--- src/htd_pkg.sv ---
`timescale 1ns / 1ps

package htd_pkg;

    // Default sizes of the code tree and of a loaded code.
    localparam int MAX_NODES_DEF    = 512;
    localparam int MAX_CODE_LEN_DEF = 32;

    // Depth of the command queue between front and back.
    localparam int QDEPTH = 2;
    localparam int QPW    = (QDEPTH > 1) ? $clog2(QDEPTH) : 1;

    // Action codes on the input.
    localparam logic [1:0] ACT_LOAD   = 2'd0;
    localparam logic [1:0] ACT_DECODE = 2'd1;
    localparam logic [1:0] ACT_END    = 2'd2;

    // Result kinds.
    localparam logic [1:0] KIND_SYMBOL = 2'd0;
    localparam logic [1:0] KIND_END    = 2'd1;
    localparam logic [1:0] KIND_ERROR  = 2'd2;

    // Result status codes.
    localparam logic [2:0] ST_OK      = 3'd0;
    localparam logic [2:0] ST_FULL    = 3'd1;
    localparam logic [2:0] ST_BADLEN  = 3'd2;
    localparam logic [2:0] ST_MISSING = 3'd3;
    localparam logic [2:0] ST_MIDCODE = 3'd4;

    // Operation classes handed from front to back.
    typedef enum logic [1:0] {
        OP_LOAD,
        OP_DECODE,
        OP_END,
        OP_BADLEN
    } t_op;

    // One queued command.
    typedef struct packed {
        t_op         op;
        logic [7:0]  symbol;
        logic [31:0] code_bits;
        logic [5:0]  code_length;
        logic        data_bit;
    } t_q_entry;

    // Write side of the queue.
    typedef struct packed {
        logic     push;
        t_q_entry entry;
    } t_q_wr;

    // Read side of the queue.
    typedef struct packed {
        logic     valid;
        t_q_entry entry;
    } t_q_rd;

    // Status of the back end seen by the front end.
    typedef struct packed {
        logic clearing;
    } t_back_stat;

endpackage

--- src/htd_front.sv ---
`timescale 1ns / 1ps

module htd_front
    import htd_pkg::*;
#(
    parameter int MAX_CODE_LEN = MAX_CODE_LEN_DEF
) (
    input  logic        start,
    output logic        busy,
    input  logic [1:0]  i_action,
    input  logic [7:0]  i_symbol,
    input  logic [31:0] i_code_bits,
    input  logic [5:0]  i_code_length,
    input  logic        i_data_bit,
    input  logic        i_q_full,
    input  t_back_stat  i_bstat,
    output t_q_wr       o_q_wr
);

    logic accept;
    logic bad_len;

    // Hold off transfers while the table is cleared or the queue has no room.
    assign busy   = i_q_full | i_bstat.clearing;
    assign accept = start & ~busy;

    // A load with an empty or overlong code is marked here as a bad length.
    assign bad_len = (i_code_length == 6'd0) || (32'(i_code_length) > MAX_CODE_LEN);

    // Classify the item; the unused action code is dropped.
    always_comb begin
        o_q_wr.entry.symbol      = i_symbol;
        o_q_wr.entry.code_bits   = i_code_bits;
        o_q_wr.entry.code_length = i_code_length;
        o_q_wr.entry.data_bit    = i_data_bit;
        o_q_wr.entry.op          = OP_END;
        o_q_wr.push              = 1'b0;
        case (i_action)
            ACT_LOAD: begin
                o_q_wr.entry.op = bad_len ? OP_BADLEN : OP_LOAD;
                o_q_wr.push     = accept;
            end
            ACT_DECODE: begin
                o_q_wr.entry.op = OP_DECODE;
                o_q_wr.push     = accept;
            end
            ACT_END: begin
                o_q_wr.entry.op = OP_END;
                o_q_wr.push     = accept;
            end
            default: begin
                o_q_wr.push = 1'b0;
            end
        endcase
    end

endmodule

--- config.mk ---
export PLATFORM = sky130hd
export DESIGN_NAME = htd_front
export DESIGN_NICKNAME = d
export VERILOG_FILES = /design/src/htd_pkg.sv /design/src/htd_front.sv
export SDC_FILE = /design/constraint.sdc
export NUM_CORES = 1
export LEC_CHECK = 0
export BUFFER_PORTS_ARGS = -buffer_cell sky130_fd_sc_hd__buf_2
export CORE_MARGIN = 2
export CORE_UTILIZATION = 24
export DETAILED_ROUTE_END_ITERATION = 16
export GPL_TIMING_DRIVEN = 0
export PLACE_DENSITY = 0.86
export SKIP_LAST_GASP = 1
export SYNTH_ARGS = -nofsm -noshare
export SYNTH_HDL_FRONTEND = slang
export SYNTH_SLANG_ARGS = --single-unit
export TNS_END_PERCENT = 5
--- constraint.sdc ---
create_clock -name vclk -period 0.9
set_input_delay 0.18 -clock vclk [all_inputs]
set_output_delay 0.18 -clock vclk [all_outputs]
set_load 0.01 [all_outputs]
Yosys cells after proc, flatten, opt, wreduce, memory -nomap -nowiden
Index checks and enable logic that the tools add are counted.
- reduce and logical (&&, ||, !) cells: 4
- magnitude comparators: 1
- bitwise gates (word level): 3
- muxes and demuxes: 3
- equal/unequal tests: 2
- operator list (operator ; number):
    greater-than comparator 6 bit, second input constant ; 1
    logical NOT 6 bit ; 1
    case mux 2 bit (2 select lines) ; 1
    OR reduction 3 bit ; 1
    equality test 2 x 1 -> 1 bit, second input constant ; 1
    equality test 2 bit, second input constant ; 1
    logical NOT 2 bit ; 1
    two-way mux 2 bit ; 1
    bitwise AND 1 bit ; 1
    logical OR 1 bit ; 1
    two-way mux 1 bit ; 1
    inverter 1 bit ; 1
    OR 1 bit ; 1
- output and inout bits: 51
- flip-flop bits (word level): 0
- logic and storage cells: 13
- input port bits: 52

Logic depth before layout (Yosys ltp)
- depth after elaboration: 4
- mapped depth: 3
- mapped depth without buffers: 3

Worst setup path before layout
Ideal clock, no wire load.
- path kind: input -> output
- start point: in i_code_length[5]
- end point: out o_q_wr[48] in the netlist's numbering
- arrival: 0.777 ns
- setup slack: -0.057 ns
- stages on the path: 2
- required time: 0.720 ns
- buffers on the path: 0
- cells stage by stage: inv_1 > o311ai_0
- RTL lines (what ; RTL line ; RTL):
    start, declared ; htd_front.sv:13 ; input logic [5:0] i_code_length,
    end, declared ; htd_front.sv:17 ; output t_q_wr o_q_wr

==> results.json <==
{
  "instances_no_fill": 149,
  "max_slew_margin_pct": 83.9,
  "routedWlPerCell_microns": 8.13,
  "hold_violations": 0,
  "syn-num-nets": 114,
  "yosysWarnings": 0,
  "syn_area_per_cell_sq_um": 7.18,
  "antennaDiodeCount": 0,
  "synthToLayoutAreaGrowth_pct": 80.9,
  "end_kind": "output port",
  "dp_cells": 149,
  "max_freq_ghz": 0.903,
  "synth_simple_gate_area_share_pct": 11.0,
  "dieArea_sq_um": 2220,
  "cp_data_required_time_ns": 0.72,
  "hp-class": "primary input to output port",
  "track_usage_pct": 7.71,
  "drv_cap": 0,
  "netlist_area_sq_um": 445,
  "power.static_leakage_nw": 0.518,
  "drt_iter0_drc": 0,
  "initial_core_util_pct": 25.5,
  "core-area_sq_um": 1750,
  "rsz0062_at_grt": "true",
  "synth_top_cell_area_share_pct": 79.2,
  "min_period_ns": 1.11,
  "synthAdderAreaFrac_pct": 0,
  "p_per_area_nw_per_um2": 493,
  "dpl.hpwl_microns": 1120,
  "clockBufferCount": 0,
  "vias_per_cell": 3.62,
  "slew_violations": 0,
  "drtPass1Iterations": 1,
  "overflow": 0,
  "cts_hold_buf": 0,
  "grt_pass1_vias": 362,
  "intPower_uw": 243,
  "critPathMaxFanout": 4,
  "cts_setup_buffers": 0,
  "p_clk_share_pct": 0,
  "power_frac_comb_pct": 100.0,
  "seq_area_frac_synth_pct": 0,
  "vias": 540,
  "final_design_area_no_fill_sq_um": 806,
  "synthMuxAreaShare_pct": 0,
  "rows": 15,
  "critical_path_class": "primary input to output port",
  "violations": "setup timing",
  "status": "finished, violations left",
  "post-route-period-util_pct": 123,
  "placed_area_sq_um": 787,
  "synth_cell_types": 12,
  "seq_cell_count": 0,
  "setup_viol": 3,
  "switchingPower_uw": 155,
  "cp.arrival_ns": 0.93,
  "place_congestion": 0.629,
  "tightest_slew_ns": 0.238,
  "grt_pass1_wl_microns": 1320,
  "synth_xor_xnor_area_share_pct": 0,
  "synth_compound_area_share_pct": 7.30,
  "finalWirelength_microns": 1210,
  "synth_top_family_by_area": "buffers and inverters",
  "ys_top_cells_by_area": "buf_4 (79%), nor3_4 (3.7%), inv_1 (2.5%)",
  "yosysTopAreaCell": "buf_4",
  "drc": 0,
  "worst_setup_path_start_kind": "primary input",
  "port_buffers": 62,
  "final_layout_size_suffix_gt1_share_pct": 91.1,
  "antenna_found_initial": 0,
  "regArea_sq_um": 0,
  "layout_common_cells": "buf_2 (60), buf_4 (47), inv_1 (3)",
  "timing.hold.ws_ns": 0.542,
  "die_w_microns": 47.1,
  "final_common_cell": "buf_2",
  "syn-instance-count": 62,
  "dieHeight_microns": 47.1,
  "grt_max_degree": 6,
  "antenna_left": 0,
  "p_seq_share_pct": 0,
  "swShare_pct": 38.9,
  "ios": 103,
  "ir_drop_mv": 0.233,
  "nNetsFinal": 178,
  "fin_ws_ns": -0.207
}
==> Yosys cell counts <==
cell	count
a21o_2	1
a31oi_1	1
buf_4	47
inv_1	3
nand2_1	2
nand3_1	1
nand4_1	1
nor2_1	2
nor3_4	1
o311ai_0	1
o31a_1	1
or2_2	1
==> path summary, 6_finish.rpt <==
check | to | slack (ns) | cells past startpoint | startpoint
setup / recovery | o_q_wr[47] | -0.21 | 5 | i_code_length[0]
hold / removal | o_q_wr[46] | 0.54 | 2 | i_symbol[7]
==> metrics by stage <==
| step | worst slack, ns | power (mW) | utilization, % | TNS [ns] |
|---|---|---|---|---|
| after floorplan | -0.0142 | 0.247 | - | -0.0142 |
| after global placement | -0.195 | 0.383 | 45.1 | -0.433 |
| after detailed placement | -0.210 | 0.391 | 45.1 | -0.482 |
| after CTS | -0.178 | 0.399 | 45.9 | -0.423 |
| after global routing | -0.280 | 0.431 | 46.2 | -0.632 |
| final | -0.207 | 0.397 | 46.2 | -0.440 |
==> cell type report <==
type,count,area (sq um)
well taps,25,31.3
multi-input cells,12,83.8
plain buffers,47,353
inverters,3,11.3
fillers,162,940
repair buffers,62,327
==> logic make-up after synthesis <==
family / Yosys count
compound gates: 4
simple gates: 8
buf+inv: 50
==> power by group through the flow <==
stage	Sequential (mW)	Clock, mW	Combinational, mW
CTS	0	0	0.399
global placement	0	0	0.383
finish	0	0	0.397
floorplan	0	0	0.247
global route	0	0	0.431
detailed placement	0	0	0.391
==> what timing repair did <==
item                                    4_1_cts  5_1_grt
endpoints found under the setup margin        3        4
gates resized for setup                       5        1
pin swaps                                     3        3
==> worst max-delay path: stages <==
cell     delay, ns
buf_8         0.10
nor3_4        0.21
nand3_1       0.12
a31oi_1       0.17
buf_2         0.15
==> per-layer routing <==
metal,vias to the layer above,wire length (microns),global-route usage (%)
met5,-,0,0
met4,0,0,0
met3,0,139,0.385
met2,45,752,19.2
met1,222,319,6.38
li1,273,-,-
No activity file was read; power rests on OpenSTA's default activity.
