`config.mk`:
```
export PLATFORM = sky130hd
export DESIGN_NAME = htd_queue
export DESIGN_NICKNAME = d
export VERILOG_FILES = /design/src/htd_pkg.sv /design/src/htd_queue.sv
export SDC_FILE = /design/constraint.sdc
export NUM_CORES = 1
export LEC_CHECK = 0
export ABC_CLOCK_PERIOD_IN_PS = 2500
export BUFFER_PORTS_ARGS = -buffer_cell sky130_fd_sc_hd__buf_2
export CORE_MARGIN = 10
export CORE_UTILIZATION = 30
export CTS_CLUSTER_SIZE = 10
export DETAILED_ROUTE_END_ITERATION = 6
export PLACE_DENSITY = 0.57
export SLEW_MARGIN = 20
export SYNTH_ARGS = -nofsm -noshare
export SYNTH_HDL_FRONTEND = slang
export SYNTH_SLANG_ARGS = --single-unit
```
`constraint.sdc`:
```
create_clock -name i_clk -period 2.5 [get_ports i_clk]
set_input_delay 0.125 -clock i_clk [delete_from_list [all_inputs] [get_ports i_clk]]
set_output_delay 0.125 -clock i_clk [all_outputs]
set_load 0.01 [all_outputs]
```
`src/htd_pkg.sv`:
```
`timescale 1ns / 1ps

package htd_pkg;

    // Default sizes of the code tree and of a loaded code.
    localparam int MAX_NODES_DEF    = 512;
    localparam int MAX_CODE_LEN_DEF = 32;

    // Depth of the command queue between front and back.
    localparam int QDEPTH = 2;
    localparam int QPW    = (QDEPTH > 1) ? $clog2(QDEPTH) : 1;

    // Action codes on the input.
    localparam logic [1:0] ACT_LOAD   = 2'd0;
    localparam logic [1:0] ACT_DECODE = 2'd1;
    localparam logic [1:0] ACT_END    = 2'd2;

    // Result kinds.
    localparam logic [1:0] KIND_SYMBOL = 2'd0;
    localparam logic [1:0] KIND_END    = 2'd1;
    localparam logic [1:0] KIND_ERROR  = 2'd2;

    // Result status codes.
    localparam logic [2:0] ST_OK      = 3'd0;
    localparam logic [2:0] ST_FULL    = 3'd1;
    localparam logic [2:0] ST_BADLEN  = 3'd2;
    localparam logic [2:0] ST_MISSING = 3'd3;
    localparam logic [2:0] ST_MIDCODE = 3'd4;

    // Operation classes handed from front to back.
    typedef enum logic [1:0] {
        OP_LOAD,
        OP_DECODE,
        OP_END,
        OP_BADLEN
    } t_op;

    // One queued command.
    typedef struct packed {
        t_op         op;
        logic [7:0]  symbol;
        logic [31:0] code_bits;
        logic [5:0]  code_length;
        logic        data_bit;
    } t_q_entry;

    // Write side of the queue.
    typedef struct packed {
        logic     push;
        t_q_entry entry;
    } t_q_wr;

    // Read side of the queue.
    typedef struct packed {
        logic     valid;
        t_q_entry entry;
    } t_q_rd;

    // Status of the back end seen by the front end.
    typedef struct packed {
        logic clearing;
    } t_back_stat;

endpackage

```
`src/htd_queue.sv`:
```
`timescale 1ns / 1ps

module htd_queue
    import htd_pkg::*;
(
    input  logic  i_clk,
    input  logic  i_rst_n,
    input  t_q_wr i_wr,
    input  logic  i_pop,
    output t_q_rd o_rd,
    output logic  o_full
);

    t_q_entry       r_entry [QDEPTH];
    logic [QPW-1:0] r_wp;
    logic [QPW-1:0] r_rp;
    logic [QPW:0]   r_count;

    logic do_push;
    logic do_pop;

    assign o_full     = (r_count == (QPW+1)'(QDEPTH));
    assign o_rd.valid = (r_count != '0);
    assign o_rd.entry = r_entry[r_rp];

    assign do_push = i_wr.push & ~o_full;
    assign do_pop  = i_pop & o_rd.valid;

    // Pointer and count update for each transfer in or out.
    always_ff @(posedge i_clk) begin
        if (!i_rst_n) begin
            r_wp    <= '0;
            r_rp    <= '0;
            r_count <= '0;
        end else begin
            if (do_push) begin
                r_wp <= (r_wp == QPW'(QDEPTH - 1)) ? '0 : r_wp + 1'b1;
            end
            if (do_pop) begin
                r_rp <= (r_rp == QPW'(QDEPTH - 1)) ? '0 : r_rp + 1'b1;
            end
            case ({do_push, do_pop})
                2'b10:   r_count <= r_count + 1'b1;
                2'b01:   r_count <= r_count - 1'b1;
                default: r_count <= r_count;
            endcase
        end
    end

    // Entry storage needs no reset.
    always_ff @(posedge i_clk) begin
        if (do_push) begin
            r_entry[r_wp] <= i_wr.entry;
        end
    end

endmodule

```
After elaboration in Yosys (flattened, before gate mapping) --
Memory sizes are Yosys's and may differ from the RTL's. A register that Yosys moved wholly into a read port is not among the register bits. Index checks and enable logic that the tools add are counted. W data, S select, Z words.
Operators by class: $add $sub $neg 4, eq/ne operators 3, multiplexer cells 7, bitwise operators 3, reductions and logical operators 2
Operators with widths (number):
- $mux W1 | 6
- $eq A2 B2 Y1 const B | 2
- $pmux W2 S2 | 1
- $reduce_bool A2 Y1 | 2
- $add A1 B1 Y1 const B | 2
- $add A2 B1 Y2 const B | 1
- $and A1 B1 Y1 | 2
- $eq A2 B1 Y1 const B | 1
- $sub A2 B1 Y2 const B | 1
- $not A1 Y1 | 1
Storage, ports and cells: register bits 4, memory bits (writable) 98, output and inout bits 51, memories 1
Memory list:
- r_entry | depth 2, bits a word 49, read ports 1, clocked after memory_dff 1, wr ports 1, line htd_queue.sv:14 | t_q_entry r_entry [QDEPTH];

Depth between registers and ports, before layout --
depth in word-level cells 5, mapped depth 6, mapped depth without buffers 6

Least setup slack after synthesis --
Ideal clock, no wire load.
kind register to register, from register r_count[0], to memory r_entry[0][0] (netlist name) (enable), arrival 1878 ps, data required time 2097 ps, slack 218 ps, cell stages (with the launch flop) 5, clock period less this slack 2282 ps, path through dfxtp_1 -> nand2b_2 -> inv_2 -> or3_1 -> inv_1
Between the ends: longest elaborated chain between the ends 5
RTL lines:
- from (decl) | line htd_queue.sv:17 | logic [QPW:0] r_count;
- from (signal assigned) | line htd_queue.sv:43 | 2'b10: r_count <= r_count + 1'b1;
- from (signal assigned) | line htd_queue.sv:44 | 2'b01: r_count <= r_count - 1'b1;
- from (signal assigned) | line htd_queue.sv:45 | default: r_count <= r_count;
- $eq A2 B2 Y1 | line htd_queue.sv:22 | assign o_full = (r_count == (QPW+1)'(QDEPTH));
- named net o_full | line htd_queue.sv:11 | output logic o_full
- $not A1 Y1 | line htd_queue.sv:26 | assign do_push = i_wr.push & ~o_full;
- $and A1 B1 Y1 | line htd_queue.sv:26
- $mux W1 | line htd_queue.sv:52 | if (do_push) begin
- $mux W1 (not written as such) | line htd_queue.sv:53 | r_entry[r_wp] <= i_wr.entry;
- to (decl) | line htd_queue.sv:14
The timed path passes the listed nets, and every way through them passes these cells.

==> impl_results.md <==
- Status: completed
- Final Cycle Share: 0.6678
- Synth unique cells: 19
- WHS Path Cells: 2
- # diodes: 0
- Share of power burned in registers: 0.452
- Leakage: 1.975 nW
- HPWL after detailed placement: 5143 um
- WP data required: 2.38 ns
- Cell count after synthesis: 178
- Final Hold Fails: 0
- Number of cell rows: 40
- DR DRC count: 0
- Clk sink count: 103
- Vias in the first global route: about 2,500
- Synth Warn #: 0
- Max-slew violation count: 0
- Power share of the clock group: 0.275
- Top post-synthesis cells by area: edfxtp_1 78%, mux2_2 15%, dfxtp_1 2.7%, xnor2_1 0.70%, buf_2 0.53%
- Yosys top cell area share: 0.7824
- Final setup viols: 0
- Pin count of the biggest net entering global routing: 50
- Layout Nets: 394
- Worst-Margin Slew: 0.3736 ns
- CTS Buf Count: 9
- CTS tree: yes
- Combinational power share: 0.273
- Iter 0 DRT Violations: between 100 and 150
- GRT Util Overall: 0.09084
- Pwr dens: 935.6 nW/um2
- Clock Pin Slew Worst Setup and Hold Paths: 0.06 ns
- Routed WL: 7658 um
- Crit-path max cell delay: 0.39 ns
- Initial antenna violation count: 0
- Unrepaired setup endpoints after global routing: no
- Clk_lat worst skew: 0.34 ns
- Commonest cells in the netlist: 98 x edfxtp_1, 49 x mux2_2, 5 x dfxtp_1
- Final ANT Viol Nets: 0
- Drt wl/cell: 14.93 um
- Placeable Area: 12,160 um2
- Critical Path Sink Type: output pin
- Crit path cell chain: buf_4, mux2_2, buf_2
- Worst path arrival time: 1.54 ns
- Hold WC Path Type: input pin to register
- Layout area overhead: 41.08%
- Global route overflow: 0
- Die Width: 132.0 um
- Reg2reg end: r_entry[0][22]
- Via density: 4.101
- P_int: roughly 0.0036 W
- Post-synth EDFFs: slightly below 100
- Starting Density: 0.3093
- Fmax: 599.0 MHz
- Drt first pass iters: 5
- Vias: 2,104
- Die ar.: 17,420 um2
- Syn Nets: around 230
- I/O pins: 104
- WP buf/inv: 2
- Sw Share: 0.2704
- Ys flop type: edfxtp_1
- Grt met3 use: 0.03697
- Htree depth: 3
- Async SR Flop Fraction: 0
- Die H: 132.0 um
- Area leader, netlist: edfxtp_1
- First-pass GRT wire length: 12,650 um
- Kind of critical path: register to output pin
- Crit path max-delay cell type: mux2_2
- Clock skew: 0.003741 ns
- Hold path startpoint: i_rst_n
- Clk root buf: clkbuf_16
- Relative slew slack: 0.7509
- Setup TNS: 0 ns
- Crit start category: register
- Delay-heaviest family, CP: buffers and inverters
- Post-synthesis sequential area ratio: 0.8090
- GPL Wtd Cong: approximately 0.63
- R2R setup slack: 0.85 ns
- Max VDD drop: 390.4 uV
- Syn_area_per_cell: 21.13 um2
- Number of I/O port buffers: 103
- Net Switching: 0.001342 W
- Max-cap violations: 0
- Tmin final: 1.669 ns
- Global-route track usage on met1: 0.09738
- Critical path fanouts, max: 27
- Fin area: 5306 um2
- Synthesis-stage register bit count: 103
- Met2 usage: 0.1519
- Dpl cell area: 4517 um2
- Reg2Reg Depth: 5
- Clock Path Buffers: 2
- GR peak layer: met2
- Reg2reg start: r_count[0]
- Share of post-route cells with drive strength above 1: 0.5159
- Cell Area, Synth: approximately 3800 um2
- Cell with the most instances after synthesis: edfxtp_1
-- metal layers --
metal | share of wire | wire, um | vias to the layer above
met4 | 0.021 | 161 | 0
met5 | 0 | 0 | -
met3 | 0.068 | 523 | 11
met1 | 0.42 | 3179 | 1014
li1 | - | - | 1019
met2 | 0.50 | 3795 | 60
-- stage by stage --
step           instances  hold slack [ns]  setup slack (ns)    util  total power [W]
2_1_floorplan        178           0.2239            0.2184       -         0.003094
3_3_place_gp         448           0.3141            0.8704  0.3714         0.003604
3_5_place_dp         448           0.3180            0.8224  0.3714         0.003629
4_1_cts              513          0.04657            0.7813  0.4363         0.005070
5_1_grt              513          0.07259            0.7480  0.4363         0.005252
6_report             513          0.05700            0.8306  0.4363         0.004965
-- power by group through the flow --
stage                     Sequential, W  Clock, W  Combinational, W
after global placement          0.00227         0           0.00133
after global routing            0.00227   0.00148           0.00150
after floorplan                 0.00227         0          0.000820
final                           0.00224   0.00136           0.00136
after detailed placement        0.00229         0           0.00134
after CTS                       0.00225   0.00141           0.00141
-- layout by cell type (no fill, tap or decap) --
cell,synthesis,routed
nand2_1,1,1
clkinv_2,0,1
bufinv_16,0,1
nand2b_2,1,1
o21ai_0,2,2
edfxtp_1,98,98
a21boi_1,2,2
buf_4,1,2
clkinvlp_4,0,4
inv_2,1,2
or2_2,1,1
mux2_2,49,49
dlygate4sd3_1,0,49
dfxtp_1,5,4
buf_12,0,2
inv_1,2,1
nor2b_1,2,2
o21a_1,1,1
ha_1,1,1
xnor2_1,3,3
and3_2,0,1
or3_1,2,2
buf_2,4,103
clkinv_4,0,1
and2_1,1,1
clkbuf_16,0,9
dfxtp_2,0,1
-- area by class of cell --
| class | instances | area (um2) |
|---|---|---|
| tap | 168 | 210.2 |
| clock inverter | 7 | 73.82 |
| inverter | 3 | 11.26 |
| timing repair buffer | 156 | 1061 |
| clock buffer | 9 | 225.2 |
| fill | 1124 | 6855 |
| sequential | 103 | 3044 |
| multi-input combinational | 67 | 680.7 |
-- flip-flops by register name, indices dropped and copies added, names as in the netlist, named ones only --
signal,count
r_count,2
r_wp,1
r_rp,1
r_entry,98
-- logic make-up after synthesis --
group / after synthesis / share of synthesized area
compound gates: 5 / 0.008649
xor+xnor: 3 / 0.006987
fa+ha+maj: 1 / 0.003326
buf+inv: 8 / 0.01031
flops: 103 / 0.8090
mux: 49 / 0.1467
simple gates: 9 / 0.01497
-- worst max path at each step --
| stage | to | slack [ns] | cells past startpoint |
|---|---|---|---|
| 3_3_place_gp | r_entry[0][22] | 0.87 | 5 |
| 6_report | o_rd[19] | 0.83 | 3 |
| 5_1_grt | o_rd[19] | 0.75 | 3 |
| 4_1_cts | o_rd[40] | 0.78 | 3 |
| 3_5_place_dp | r_entry[0][26] | 0.82 | 5 |
| 2_1_floorplan | r_entry[0][0] | 0.22 | 4 |
-- repair_timing --
item | 4_1_cts | 5_1_grt
hold endpoints to repair | 98 | 0
resized for setup | 0 | 0
setup buffers | 0 | 0
hold buffers | 49 | 0
Note: power is estimated with default switching activity, not from simulation.
